[config.mk]
export PLATFORM = sky130hd
export DESIGN_NAME = litw_ctrl
export DESIGN_NICKNAME = d
export VERILOG_FILES = /design/src/litw_pkg.sv /design/src/litw_ctrl.sv
export SDC_FILE = /design/constraint.sdc
export NUM_CORES = 1
export LEC_CHECK = 0
export BUFFER_PORTS_ARGS = -buffer_cell sky130_fd_sc_hd__buf_2
export CORE_AREA = 10 10 47 49
export CTS_CLUSTER_SIZE = 28
export DETAILED_ROUTE_END_ITERATION = 10
export DIE_AREA = 0 0 57 59
export PLACE_DENSITY = 0.47
export SETUP_SLACK_MARGIN = 0.2
export SLEW_MARGIN = 20
export SYNTH_ARGS = -nofsm -noshare
export SYNTH_HDL_FRONTEND = slang
export SYNTH_SLANG_ARGS = --single-unit
export TNS_END_PERCENT = 20
[constraint.sdc]
create_clock -name clk -period 2.45 [get_ports clk]
set_clock_uncertainty 0.2 [all_clocks]
set_input_delay 0.245 -clock clk [delete_from_list [all_inputs] [get_ports clk]]
set_output_delay 0.245 -clock clk [all_outputs]
set_load 0.01 [all_outputs]
[src/litw_pkg.sv]
`default_nettype none

package litw_pkg;

  // Table geometry.
  localparam int TABLE_SLOTS = 128;
  localparam int MIN_LEN     = 60;
  localparam int SLOT_W      = $clog2(TABLE_SLOTS);
  localparam int ADDR_W      = SLOT_W + 1;
  localparam int DEPTH       = 2 ** ADDR_W;

  // Field widths.
  localparam int LEN_W   = 16;
  localparam int SPAN_W  = 8;
  localparam int SEC_W   = 32;
  localparam int USEC_W  = 20;
  localparam int TIME_W  = SEC_W + USEC_W;
  localparam int WIN_W   = 32;
  localparam int CMP_W   = ((SLOT_W > SPAN_W) ? SLOT_W : SPAN_W) + 1;

  // Age arithmetic widths: signed second and microsecond differences,
  // their scaled product and the final sum.
  localparam int SDIFF_W = SEC_W + 1;
  localparam int UDIFF_W = USEC_W + 1;
  localparam int PROD_W  = SDIFF_W + UDIFF_W;
  localparam int AGE_W   = PROD_W + 1;

  localparam logic signed [UDIFF_W-1:0] USEC_PER_SEC = UDIFF_W'(1000000);
  localparam logic [WIN_W-1:0]          WINDOW_RESET = WIN_W'(3000000);

  // Command codes of an input item.
  localparam logic CMD_RECORD = 1'b0;
  localparam logic CMD_QUERY  = 1'b1;

  typedef logic [SLOT_W-1:0] slot_t;

  // Controller to datapath commands.
  typedef struct packed {
    logic load;
    logic wr_en;
    logic rd_issue;
    logic out_load;
  } ctrl_cmd_t;

  // Datapath to controller status.
  typedef struct packed {
    logic is_query;
    logic last_idx;
    logic pipe_busy;
    logic out_free;
  } dp_status_t;

  // Slot of a packet length: floored at zero, capped at the top slot.
  function automatic slot_t slot_of(input logic [LEN_W-1:0] len);
    logic [LEN_W-1:0] diff;
    diff = len - LEN_W'(MIN_LEN);
    if (len <= LEN_W'(MIN_LEN)) begin
      return '0;
    end else if (diff > LEN_W'(TABLE_SLOTS - 1)) begin
      return SLOT_W'(TABLE_SLOTS - 1);
    end else begin
      return diff[SLOT_W-1:0];
    end
  endfunction

  // First slot of a query scan, floored at slot zero.
  function automatic slot_t scan_start(input slot_t slot, input logic [SPAN_W-1:0] span);
    logic [CMP_W-1:0] slot_ext;
    logic [CMP_W-1:0] span_ext;
    slot_ext = CMP_W'(slot);
    span_ext = CMP_W'(span);
    if (span_ext >= slot_ext) begin
      return '0;
    end else begin
      return SLOT_W'(slot_ext - span_ext);
    end
  endfunction

endpackage

`default_nettype wire

[src/litw_ctrl.sv]
`default_nettype none

module litw_ctrl (
  input  wire                    clk,
  input  wire                    rst_n,
  input  wire                    in_valid,
  output logic                   in_stall,
  input  litw_pkg::dp_status_t   status,
  output litw_pkg::ctrl_cmd_t    cmd
);

  typedef enum logic [3:0] {
    S_IDLE  = 4'b0001,
    S_WRITE = 4'b0010,
    S_SCAN  = 4'b0100,
    S_DONE  = 4'b1000
  } state_t;

  state_t state_r;
  state_t state_nxt;

  // Only the idle state takes a new item.
  assign in_stall = (state_r != S_IDLE);

  // Next state and commands.
  always_comb begin
    state_nxt    = state_r;
    cmd          = '0;
    unique case (state_r)
      S_IDLE: begin
        if (in_valid) begin
          cmd.load  = 1'b1;
          state_nxt = status.is_query ? S_SCAN : S_WRITE;
        end
      end
      S_WRITE: begin
        cmd.wr_en = 1'b1;
        state_nxt = S_IDLE;
      end
      S_SCAN: begin
        cmd.rd_issue = 1'b1;
        if (status.last_idx) begin
          state_nxt = S_DONE;
        end
      end
      S_DONE: begin
        if (!status.pipe_busy && status.out_free) begin
          cmd.out_load = 1'b1;
          state_nxt    = S_IDLE;
        end
      end
      default: begin
        state_nxt = S_IDLE;
      end
    endcase
  end

  // State register.
  always_ff @(posedge clk) begin
    if (!rst_n) begin
      state_r <= S_IDLE;
    end else begin
      state_r <= state_nxt;
    end
  end

endmodule

`default_nettype wire

Word-level counts from Yosys, hierarchy flattened --
Index checks and enable logic that the tools add are counted.
Storage, ports and cells: word-level logic and storage cells 23, output and inout bits 5, input bits 7, register bits after elaboration 4
Operators by class: multiplexer cells 11, equal/unequal tests 8, reduce and logical (&&, ||, !) cells 3
Operators by type and width (count):
- two-way mux 4 bit | 3
- case mux 4 bit (3 select lines) | 1
- two-way mux 1 bit | 6
- != test 2 bit, second input constant | 3
- == test 4 x 1 -> 1 bit, second input constant | 1
- == test 4 x 2 -> 1 bit, second input constant | 1
- == test 4 x 3 -> 1 bit, second input constant | 1
- == test 4 bit, second input constant | 1
- != test 4 x 1 -> 1 bit, second input constant | 1
- two-way mux 3 bit | 1
- AND reduction 3 bit | 1
- logical AND 1 bit | 1
- logical NOT 1 bit | 1

Depth between registers and ports, before layout --
Gate-level depths: netlist of the first run.
word-level depth 4, depth in mapped cells 4

Worst setup path before layout of the first run --
No wires, ideal clock.
path kind register -> output, from register state_r[1], to output cmd[3] (netlist name), setup slack 0.946 ns, arrival time 1.059 ns, buffers on the path 0, cell stages (with the launch flop) 3, data required time 2.005 ns, cells stage by stage dfxtp_1 > or4b_4 > nor2_4
RTL lines:
- start: declaration | RTL line litw_ctrl.sv:19 | state_t state_r;
- start signal: assignment | RTL line litw_ctrl.sv:63 | state_r <= state_nxt;
- end: declaration | RTL line litw_ctrl.sv:9 | output litw_pkg::ctrl_cmd_t cmd

==> Flow_metrics.wiki, run 1 <==
{| class="wikitable"
! Metric !! Value
|-
| Result of the run || complete, no violations
|-
| Worst IR Drop VDD || between 0.2 and 0.3 mV
|-
| # IOs || 12
|-
| CP top delay family || simple AND/OR/NAND/NOR gates
|-
| Final standard cell area without fillers || 332 um^2
|-
| Most Used Layer, Global Route || met2
|-
| Max FO, Critical Path || 6
|-
| Unique masters post-synth || 16
|-
| Min cycle time layout || 1.87 ns
|-
| Reg-to-reg slack, setup || 0.95 ns
|-
| Max Fclk || about 530 MHz
|-
| Sequence of cells on the critical path || or4b_4 > nor2_4 > buf_2
|-
| Crit path required time || 2.01 ns
|-
| #FFs+latches synth || 4
|-
| Number of buffers added by the clock tree synthesis step || 3
|-
| Post-Syn Nets || 31
|-
| Post CTS Setup Buffer Count || 0
|-
| CP Launch Type || flop
|-
| Total wire length after detailed routing || 627 um
|-
| Hold Path Depth || 2
|-
| Share of the yosys chip area belonging to registers || 34.2%
|-
| Power spent charging and discharging nets || 0.0000485 W
|-
| Startpoint of the most critical register-to-register path || state_r[0]
|-
| Count of buffers from port buffering || 11
|-
| Slew Viols, Final || 0
|-
| Measured slew at the worst slew-check pin || 0.370 ns
|-
| Average cell area after synthesis || 9.75 um^2
|-
| Period Utilization, post-route || about three quarters
|-
| R2R depth || 3
|-
| Area grow syn2layout || 41.7%
|-
| Clock-pin slew reported for the worst setup and hold paths after clock tree synthesis || 0.04 ns
|-
| Summed negative setup slack over all endpoints || 0 ns
|-
| Root buffer selected by CTS || clkbuf_4
|-
| Power per cell area || slightly below 600 nW/um^2
|-
| Vias in the first global route || 240
|-
| Combinational Power Share || about 20%
|-
| Post-synth top area cell || dfxtp_1
|-
| Gr ovfl total || 0
|-
| Fill cell total of the finished layout || 161
|-
| Die boundary width || ~57 um
|-
| Most flop-heavy register || state_r
|-
| Leakage power of the design || between 0.15 and 0.2 nW
|-
| Number of buffers on the longest clock path || 2
|-
| DRC Markers || 0
|-
| Core Area || 1400 um^2
|-
| CTS sink count || 4
|-
| Number of nets in the finished design || 47
|-
| Clock tree from TritonCTS || done
|-
| Global routing usage on met2 || just under 5%
|-
| Largest stage delay on the critical path || just under 0.6 ns
|-
| Critical Path Slowest Stage Cell || or4b_4
|-
| Fraction of synthesis flops using an asynchronous set or reset pin || 0%
|-
| Number of vias per cell after detailed routing || 4.41
|-
| Maximum number of pins on one net before global-route repair || 7
|-
| Worst rel slew slack || ~75%
|-
| Prevailing post-synth register cell || dfxtp_1
|-
| Per-cell routed wire length || 11.6 um
|-
| Count of maximum capacitance violations || 0
|-
| CP Class || reg -> out
|-
| Warnings, synthesis || 0
|-
| Crit path capture type || primary output
|-
| Placement-stage cell area || 309 um^2
|-
| Resized Gates After CTS || 0
|-
| Antenna diode instance count || 0
|-
| Util after Layout || 23.7%
|-
| Flip-flop count of the largest register after layout || 4
|-
| Area used by multi-input combinational logic || 146 um^2
|-
| Number of instances in the synthesized netlist || 24
|-
| Largest cells by area after synthesis || dfxtp_1 34%, nand2b_1 11%, nor4b_1 7.5%
|-
| Number of antenna violations at the first check in global routing || 0
|-
| Launch point of the worst hold path || rst_n
|-
| Number of levels in the clock H-tree || 1
|-
| Share of cells above drive strength 1 || 52.6%
|-
| Global-route met1 utilization || 4.15%
|-
| Part of the total power dissipated in sequential elements || 38.9%
|-
| Antenna Violating Nets Remaining || 0
|-
| Number of synthesized flops with an enable pin || 0
|-
| Worst reg2reg path endpoint || state_r[3]
|-
| Biggest regs || state_r: 4 flops
|-
| Total global routing track utilization || 4.06%
|-
| Design internal power || 0.000144 W
|-
| WHS Endpoint || state_r[0]
|-
| Die Ht || 59 um
|-
| Wire length of the first global-routing pass || 972 um
|-
| Drt initial violations || 0
|-
| Area of the mapped netlist || 234 um^2
|-
| Number of buffer and inverter stages on the critical path || 1
|-
| List of most frequent post-synthesis cells || 4 x dfxtp_1, 4 x nand2b_1, 2 x inv_1, 2 x nor4b_1
|-
| Worst hold-check path type || in -> reg
|-
| RSZ-0062 raised after global routing || false
|-
| # hold bufs at CTS || 0
|-
| Proportion of netlist area held by the largest area contributor || 34.2%
|-
| Die Outline Area || 3360 um^2
|-
| Total count of hold-check failures in the final report || 0
|-
| Met3 capacity usage during global routing || 4.08%
|-
| Final weighted congestion of routability-driven global placement || 0.642
|-
| Switching Share || 25.2%
|-
| Starting density of the core || 16.7%
|-
| Endpoint arrival time on the critical path || between 1 and 1.5 ns
|-
| Share of power burned in the clock network || 41.6%
|-
| Via count || ~240
|-
| Number of detailed-route iterations in the first pass || 1
|-
| Number of setup violations in the final report || 0
|-
| Clk_lat worst skew || about 0.23 ns
|-
| Sequential cell area || 80.1 um^2
|-
| Standard-cell row count || 14
|}
## layout by cell type, fill, tap and decap left out, types with 2 or more instances in the layout
| master | netlist | layout |
|---|---|---|
| buf_2 | 0 | 11 |
| clkbuf_4 | 0 | 3 |
| dfxtp_1 | 4 | 4 |
| inv_1 | 2 | 2 |
| nand2b_1 | 4 | 4 |
| nor4b_1 | 2 | 2 |
## final cells by class
class                           count  share of cell area [%]
Tap cell                           16                    6.04
Inverter                            2                    2.26
Multi-Input combinational cell     18                    44.2
Sequential cell                     4                    24.2
Clock buffer                        3                    6.79
Timing Repair Buffer               11                    16.6
## power by group through the flow
stage	Sequential, W	Combinational, W	Clock, W
finish	0.0000749	0.0000375	0.0000800
global route	0.0000757	0.0000413	0.0000881
CTS	0.0000748	0.0000386	0.0000852
detailed placement	0.0000760	0.0000384	0
global placement	0.0000761	0.0000380	0
floorplan	0.0000745	0.0000246	0
## logic make-up (layout without fill, tap and decap cells)
group / Yosys count / in the layout / share of synthesized area (%)
and+or+nand+nor: 13 / 13 / 43.3
AOI/OAI and AO/OA: 5 / 5 / 19.2
DFF: 4 / 4 / 34.2
buffers and inverters: 2 / 16 / 3.21
## worst max-delay path by stage
stage | startpoint | end | slack (ns) | cells past startpoint
3_5_place_dp | state_r[1] | cmd[3] | 0.82 | 3
3_3_place_gp | state_r[1] | cmd[3] | 0.81 | 3
4_1_cts | state_r[1] | cmd[3] | 0.56 | 3
6_report | state_r[1] | cmd[3] | 0.58 | 3
2_1_floorplan | state_r[1] | cmd[3] | 0.95 | 2
5_1_grt | state_r[1] | cmd[3] | 0.51 | 3
## through the flow
| step | power (W) | setup slack, ns | hold WS [ns] | cells |
|---|---|---|---|---|
| global route | 0.000205 | 0.508 | 0.0479 | 54 |
| finish | 0.000192 | 0.576 | 0.0291 | 54 |
| global placement | 0.000114 | 0.806 | 0.260 | 51 |
| CTS | 0.000199 | 0.560 | 0.0231 | 54 |
| detailed placement | 0.000114 | 0.815 | 0.271 | 51 |
| floorplan | 0.0000991 | 0.946 | 0.121 | 24 |
## routing by layer
metal	routed length, um	part of all wire, %
met5	0	0
met4	12	1.9
met3	44	7.0
met2	247	39
met1	323	52
No activity file was read; power rests on OpenSTA's default activity.
==> run 2, diff against run 1 <==
--- a/config.mk
+++ b/config.mk
@@ -5,12 +5,13 @@
 export SDC_FILE = /design/constraint.sdc
 export NUM_CORES = 1
 export LEC_CHECK = 0
+export ABC_AREA = 1
 export BUFFER_PORTS_ARGS = -buffer_cell sky130_fd_sc_hd__buf_2
 export CORE_AREA = 10 10 47 49
 export CTS_CLUSTER_SIZE = 28
 export DETAILED_ROUTE_END_ITERATION = 10
 export DIE_AREA = 0 0 57 59
-export PLACE_DENSITY = 0.47
+export PLACE_DENSITY = 0.51
 export SETUP_SLACK_MARGIN = 0.2
 export SLEW_MARGIN = 20
 export SYNTH_ARGS = -nofsm -noshare
==> constraint.sdc (replaced) <==
create_clock -name clk -period 1.6 [get_ports clk]
set_clock_uncertainty 0.2 [all_clocks]
set_input_delay 0.16 -clock clk [delete_from_list [all_inputs] [get_ports clk]]
set_output_delay 0.16 -clock clk [all_outputs]
set_load 0.01 [all_outputs]
==> Flow_metrics.wiki, run 2 <==
{| class="wikitable"
! Metric !! Value
|-
| Most flop-heavy register || state_r
|-
| Die Ht || 59 um (unchanged)
|-
| Max Fclk || 714 MHz
|-
| Most common cell after layout, fill and taps aside || buf_2
|-
| Count leader, synth || inv_1
|-
| CP Class || reg -> out
|-
| Vias in the first global route || 322 (+34%)
|-
| Number of buffer and inverter stages on the critical path || 2 (+1)
|-
| Number of placed cells counting well taps || 65 (+27%)
|-
| Clock-pin slew reported for the worst setup and hold paths after clock tree synthesis || 0.04 ns (about the same)
|-
| Worst rel slew slack || 85.8% (+11 points)
|-
| Crit path required time || 1.24 ns (-0.77 ns)
|-
| Largest cells by area after synthesis || dfxtp_1 30%, inv_1 8.5%, nor2_4 8.5%
|-
| List of most frequent post-synthesis cells || 6 x inv_1, 5 x nor2_1, 4 x dfxtp_1, 4 x nand2_1
|-
| Proportion of netlist area held by the largest area contributor || 30.3% (-3.9 points)
|-
| Largest stage delay on the critical path || 0.34 ns (-0.24 ns)
|-
| Post CTS Setup Buffer Count || 0 (unchanged)
|-
| Startpoint of the most critical register-to-register path || state_r[3]
|-
| Power per cell area || 819 nW/um^2 (+41%)
|-
| Flip-flop count of the largest register after layout || 4 (unchanged)
|-
| Post-Syn Nets || 45 (+45%)
|-
| # IOs || 12 (unchanged)
|-
| Cell mode on critical path || nor2_4
|-
| Final weighted congestion of routability-driven global placement || 0.678 (+5.6%)
|-
| Core Area || 1400 um^2 (unchanged)
|-
| #FFs+latches synth || 4 (unchanged)
|-
| R2R depth || 4 (+1)
|-
| Number of buffers on the longest clock path || 2 (unchanged)
|-
| Sequence of cells on the critical path || inv_2 > nor2_4 > nand2_4 > nor2_4 > buf_2
|-
| Period Utilization, post-route || 87.5%
|-
| Critical path depth || 5 (+2)
|-
| RSZ-0062 raised after global routing || true
|-
| Number of detailed-route iterations in the first pass || 3 (+2)
|-
| Worst hold-check path type || in -> reg
|-
| Worst hold margin || 0.0579 ns (+0.0287 ns)
|-
| Share of cells above drive strength 1 || 54.5% (+1.9 points)
|-
| Util after Layout || 28.5% (+4.8 points)
|-
| Wire length of the first global-routing pass || 1270 um (+31%)
|-
| Reg-to-reg slack, setup || 0.42 ns (-0.53 ns)
|-
| Biggest regs || state_r: 4 flops
|-
| Gr ovfl total || 0 (unchanged)
|-
| Area grow syn2layout || 51.2%
|-
| Average cell area after synthesis || 6.95 um^2 (-29%)
|-
| Number of setup violations in the final report || 0 (unchanged)
|-
| CP Launch Type || flop
|-
| Warnings, synthesis || 0 (unchanged)
|-
| Total global routing track utilization || 4.91% (+0.85 points)
|-
| Summed negative setup slack over all endpoints || 0 ns (unchanged)
|-
| Final standard cell area without fillers || 399 um^2 (+20%)
|-
| Max FO, Critical Path || 4 (-2)
|-
| Root buffer selected by CTS || clkbuf_4
|-
| Antenna diode instance count || 0 (unchanged)
|-
| Fraction of synthesis flops using an asynchronous set or reset pin || 0% (unchanged)
|-
| Area of the mapped netlist || 264 um^2 (+13%)
|-
| Sequential cell area || 85.1 um^2 (+6.2%)
|-
| Count of buffers from port buffering || 11 (unchanged)
|-
| Number of instances in the synthesized netlist || 38 (+58%)
|-
| Total count of hold-check failures in the final report || 0 (unchanged)
|-
| Leakage power of the design || 0.200 nW (+29%)
|-
| Post-synth top area cell || dfxtp_1
|-
| Slew Viols, Final || 0 (unchanged)
|-
| Clk_lat worst skew || 0.24 ns (about the same)
|-
| Min cycle time layout || 1.40 ns
|-
| Number of vias per cell after detailed routing || 4.00 (-9.2%)
|-
| Total half-perimeter wirelength after legalization and detailed placement || 578 um
|-
| Number of antenna violations at the first check in global routing || 0 (unchanged)
|-
| Unique masters post-synth || 15 (-1)
|-
| End point of the critical path || cmd[3]
|-
| Crit path capture type || primary output
|-
| Drt initial violations || 7 (+7)
|-
| CTS sink count || 4 (unchanged)
|-
| DRC Markers || 0 (unchanged)
|-
| Maximum number of pins on one net before global-route repair || 5 (-2)
|-
| Endpoint arrival time on the critical path || 1.04 ns (-0.39 ns)
|-
| CP top delay family || flip-flops
|-
| Die boundary width || 57 um (unchanged)
|-
| Via count || 284 (+19%)
|-
| Measured slew at the worst slew-check pin || 0.211 ns (-0.158 ns)
|-
| Placement-stage cell area || 339 um^2 (+9.7%)
|-
| Prevailing post-synth register cell || dfxtp_1
|-
| Worst IR Drop VDD || 0.235 mV (-21%)
|-
| Post-route non-filler standard cell count || 71 (+31%)
|-
| Number of nets in the finished design || 64 (+36%)
|-
| Result of the run || complete, no violations
|-
| Number of synthesized flops with an enable pin || 0 (unchanged)
|-
| Worst reg2reg path endpoint || state_r[3]
|-
| Die Outline Area || 3360 um^2 (unchanged)
|-
| Count of maximum capacitance violations || 0 (unchanged)
|-
| Number of levels in the clock H-tree || 1 (unchanged)
|-
| Starting density of the core || 18.8% (+2.1 points)
|-
| Per-cell routed wire length || 9.38 um (-19%)
|-
| Standard-cell row count || 14 (unchanged)
|-
| Most used cells in the layout excluding fill and tap cells || 11 x buf_2, 6 x inv_1, 4 x nand2_1, 4 x nor2_1, 4 x dfxtp_2
|-
| Area used by multi-input combinational logic || 156 um^2 (+6.8%)
|-
| Start point of the critical path || state_r[0]
|-
| Number of buffers added by the clock tree synthesis step || 3 (unchanged)
|-
| Antenna Violating Nets Remaining || 0 (unchanged)
|-
| Fill cell total of the finished layout || 164 (+1.9%)
|-
| Clock tree from TritonCTS || done
|-
| Total wire length after detailed routing || 666 um (+6.2%)
|-
| Critical Path Slowest Stage Cell || dfxtp_2
|-
| Share of the yosys chip area belonging to registers || 30.3% (-3.9 points)
|}
run 2: layout make-up:
| class | count | area share [%] |
|---|---|---|
| multi-input combinational | 26 | 39.2 |
| tap | 16 | 5.02 |
| timing repair buffer | 14 | 21.3 |
| sequential | 4 | 21.3 |
| inverter | 8 | 7.52 |
| clock buffer | 3 | 5.64 |
run 2: how the worst min path moves through the flow:
stage	to	start	cells after the start
6_report	state_r[1]	in_valid	3
5_1_grt	state_r[1]	in_valid	3
4_1_cts	state_r[1]	in_valid	3
3_5_place_dp	state_r[1]	status[3]	2
3_3_place_gp	state_r[1]	status[3]	2
2_1_floorplan	state_r[1]	status[3]	1
run 2: tightest hold or removal path, stage by stage:
cell and delay (ns):
buf_2 0.10, inv_1 0.12, nor4_1 0.07
run 2: logic make-up (layout without fill, tap and decap cells):
kind of cell | count (synthesis) | count (layout) | share of synthesized area (%)
AND/OR/NAND/NOR | 22 | 22 | 47.9
buffers and inverters | 8 | 25 | 11.4
AO/OA/AOI/OAI | 4 | 4 | 10.4
flip-flops | 4 | 4 | 30.3
run 2: timing repair:
item | 4_1_cts | 5_1_grt
endpoints found under the hold margin | 4 | 0
hold buffers | 3 | 0
pin swaps | 1 | 1
resized for setup | 3 | 2
endpoints found under the setup margin | 4 | 4
run 2: routing by layer:
metal | vias to the layer above | track usage, % | share of wire [%]
met1 | 121 | 4.13 | 37
met3 | 3 | 2.15 | 5.6
met2 | 6 | 8.37 | 54
met4 | 0 | 5.03 | 3.3
met5 | - | 0 | 0
li1 | 154 | - | -
run 2: through the flow:
step	setup WS, ns	total power (W)
2_1_floorplan	0.398	0.000170
3_3_place_gp	0.366	0.000195
3_5_place_dp	0.387	0.000196
4_1_cts	0.185	0.000331
5_1_grt	0.139	0.000351
6_report	0.200	0.000327
run 2: power breakdown:
part | switching, W | internal, W
combinational | 0.0000492 | 0.0000360
clock | 0.0000428 | 0.0000840
sequential | 0.00000686 | 0.000108
total | 0.0000989 | 0.000228
==> run 3, diff against run 2 <==
--- a/config.mk
+++ b/config.mk
@@ -6,7 +6,7 @@
 export NUM_CORES = 1
 export LEC_CHECK = 0
 export ABC_AREA = 1
-export BUFFER_PORTS_ARGS = -buffer_cell sky130_fd_sc_hd__buf_2
+export BUFFER_PORTS_ARGS = -buffer_cell sky130_fd_sc_hd__buf_4
 export CORE_AREA = 10 10 47 49
 export CTS_CLUSTER_SIZE = 28
 export DETAILED_ROUTE_END_ITERATION = 10
==> Flow_metrics.wiki, run 3 (synthesis results as in run 2) <==
{| class="wikitable"
! Metric !! Value
|-
| Die Ht || 59 um (unchanged)
|-
| # IOs || 12 (unchanged)
|-
| Slew Viols, Final || 0 (unchanged)
|-
| Antenna Violating Nets Remaining || 0 (unchanged)
|-
| Antenna diode instance count || 0 (unchanged)
|-
| Power spent charging and discharging nets || 0.000102 W (+3.3%)
|-
| DRC Markers || 0 (unchanged)
|-
| Worst rel slew slack || 85.8% (about the same)
|-
| Worst hold-check path type || in -> reg
|-
| Count of maximum capacitance violations || 0 (unchanged)
|-
| Wire length of the first global-routing pass || 1160 um (-8.7%)
|-
| RSZ-0062 raised after global routing || true
|-
| Measured slew at the worst slew-check pin || 0.211 ns (-0.000757 ns)
|-
| Per-cell routed wire length || 9.48 um (+1.1%)
|-
| Number of buffers added by the clock tree synthesis step || 3 (unchanged)
|-
| Clock-pin slew reported for the worst setup and hold paths after clock tree synthesis || 0.04 ns (about the same)
|-
| Area grow syn2layout || 64.0%
|-
| Die Outline Area || 3360 um^2 (unchanged)
|-
| Die boundary width || 57 um (unchanged)
|-
| Result of the run || complete, no violations
|-
| Number of antenna violations at the first check in global routing || 0 (unchanged)
|-
| Total global routing track utilization || 4.39% (-0.52 points)
|-
| CP Launch Type || flop
|-
| Total count of hold-check failures in the final report || 0 (unchanged)
|-
| Most used cells in the layout excluding fill and tap cells || 11 x buf_4, 6 x inv_1, 4 x nand2_1, 4 x nor2_1, 4 x dfxtp_2
|-
| Final weighted congestion of routability-driven global placement || 0.712 (+5.1%)
|-
| Max FO, Critical Path || 4 (unchanged)
|-
| Part of the total power dissipated in sequential elements || 34.0% (-1.1 points)
|-
| Period Utilization, post-route || 87.8% (+0.31 points)
|-
| Core Area || 1400 um^2 (unchanged)
|-
| Placement-stage cell area || 367 um^2 (+8.1%)
|-
| Drt initial violations || 7 (unchanged)
|-
| Biggest regs || state_r: 4 flops
|-
| Number of detailed-route iterations in the first pass || 4 (+1)
|-
| Most flop-heavy register || state_r
|-
| Total half-perimeter wirelength after legalization and detailed placement || 571 um (-1.3%)
|-
| Combinational Power Share || 28.2% (+2.1 points)
|-
| Crit path required time || 1.24 ns (about the same)
|-
| Start point of the critical path || state_r[2]
|-
| Worst IR Drop VDD || 0.244 mV (+3.5%)
|-
| Total wire length after detailed routing || 673 um (+1.1%)
|-
| Number of buffers on the longest clock path || 2 (unchanged)
|-
| Count of buffers from port buffering || 11 (unchanged)
|-
| Switching Share || 30.1% (-0.15 points)
|-
| CP top delay family || simple AND/OR/NAND/NOR gates
|-
| Summed negative setup slack over all endpoints || 0 ns (unchanged)
|-
| Endpoint arrival time on the critical path || 1.05 ns (about the same)
|-
| Post CTS Setup Buffer Count || 0 (unchanged)
|-
| CP Class || reg -> out
|-
| Standard-cell row count || 14 (unchanged)
|-
| Leakage power of the design || 0.206 nW (+3.1%)
|-
| Number of setup violations in the final report || 0 (unchanged)
|-
| Largest stage delay on the critical path || 0.33 ns (about the same)
|-
| Max Fclk || 712 MHz (-0.35%)
|-
| Via count || 286 (+0.70%)
|-
| Number of buffer and inverter stages on the critical path || 1 (-1)
|-
| Clock tree from TritonCTS || done
|-
| Launch point of the worst hold path || in_valid
|-
| Starting density of the core || 18.8% (unchanged)
|-
| Share of power burned in the clock network || 37.8% (-1.0 points)
|-
| Flip-flop count of the largest register after layout || 4 (unchanged)
|-
| Area used by multi-input combinational logic || 163 um^2 (+4.0%)
|-
| Final standard cell area without fillers || 433 um^2 (+8.5%)
|-
| Number of vias per cell after detailed routing || 4.03 (+0.70%)
|-
| Number of levels in the clock H-tree || 1 (unchanged)
|-
| Crit path capture type || primary output
|-
| Startpoint of the most critical register-to-register path || state_r[2]
|-
| Gr ovfl total || 0 (unchanged)
|-
| Power per cell area || 784 nW/um^2 (-4.3%)
|-
| Min cycle time layout || 1.41 ns (+0.00492 ns)
|-
| Clk_lat worst skew || 0.24 ns (about the same)
|-
| Sequential cell area || 85.1 um^2 (unchanged)
|-
| Fill cell total of the finished layout || 170 (+3.7%)
|-
| CTS sink count || 4 (unchanged)
|-
| Root buffer selected by CTS || clkbuf_4
|-
| Design internal power || 0.000237 W (+4.1%)
|-
| Most common cell after layout, fill and taps aside || buf_4
|-
| Share of cells above drive strength 1 || 56.4% (+1.8 points)
|-
| Sequence of cells on the critical path || nor2_2 > nand2_4 > nor2_4 > buf_4
|-
| Number of nets in the finished design || 64 (unchanged)
|-
| Maximum number of pins on one net before global-route repair || 5 (unchanged)
|-
| Critical Path Slowest Stage Cell || dfxtp_2
|-
| Vias in the first global route || 286 (-11%)
|}
==> run 3: power by group through the flow <==
stage                     clock network [W]  registers [W]  logic [W]
after floorplan                           0       0.000113  0.0000560
after global placement                    0       0.000115  0.0000899
after detailed placement                  0       0.000115  0.0000903
after CTS                          0.000133       0.000114  0.0000963
after global routing               0.000142       0.000116   0.000107
final                              0.000128       0.000115  0.0000956
==> run 3: routing by layer <==
metal  vias to the layer above  wire (um)  track usage, %
met2                         6        374            7.44
li1                        153          -               -
met4                         0          0            1.01
met3                         0         56            4.08
met5                         -          0               0
met1                       127        242            3.77
==> run 3: cell type report <==
| cell class | count | area share (%) |
|---|---|---|
| clock buffers | 3 | 5.20 |
| inverters | 8 | 6.94 |
| multi-input cells | 26 | 37.6 |
| flip-flops and latches | 4 | 19.7 |
| well taps | 16 | 4.62 |
| repair buffers | 14 | 26.0 |
==> run 3: through the flow <==
step                      hold WS [ns]  utilization (%)  setup slack [ns]  instances  total power (W)
after floorplan                 0.0385                -             0.398         38         0.000170
after global placement           0.150             26.2             0.370         65         0.000204
after detailed placement         0.148             26.2             0.376         65         0.000205
after CTS                       0.0520             30.1             0.170         71         0.000343
after global routing            0.0817             30.9             0.127         71         0.000365
final                           0.0539             30.9             0.195         71         0.000339
==> run 3: worst min-delay path: cells and delay by family <==
kind | cells | cell delay [ns]
buffers and inverters | 2 | 0.23
and+or+nand+nor | 1 | 0.07
==> run 3: path summary, 6_finish.rpt <==
check                             endpoint  slack (ns)  cells after the start
worst min register to register  state_r[1]        0.36                      3
worst max-delay path                cmd[3]        0.19                      4
worst max register to register  state_r[3]        0.37                      4
worst min-delay path            state_r[1]        0.05                      3
==> run 3: repair_timing <==
action | 4_1_cts | 5_1_grt
endpoints found under the setup margin | 4 | 4
resized for setup | 2 | 4
hold buffers | 3 | 0
hold endpoints to repair | 3 | 0
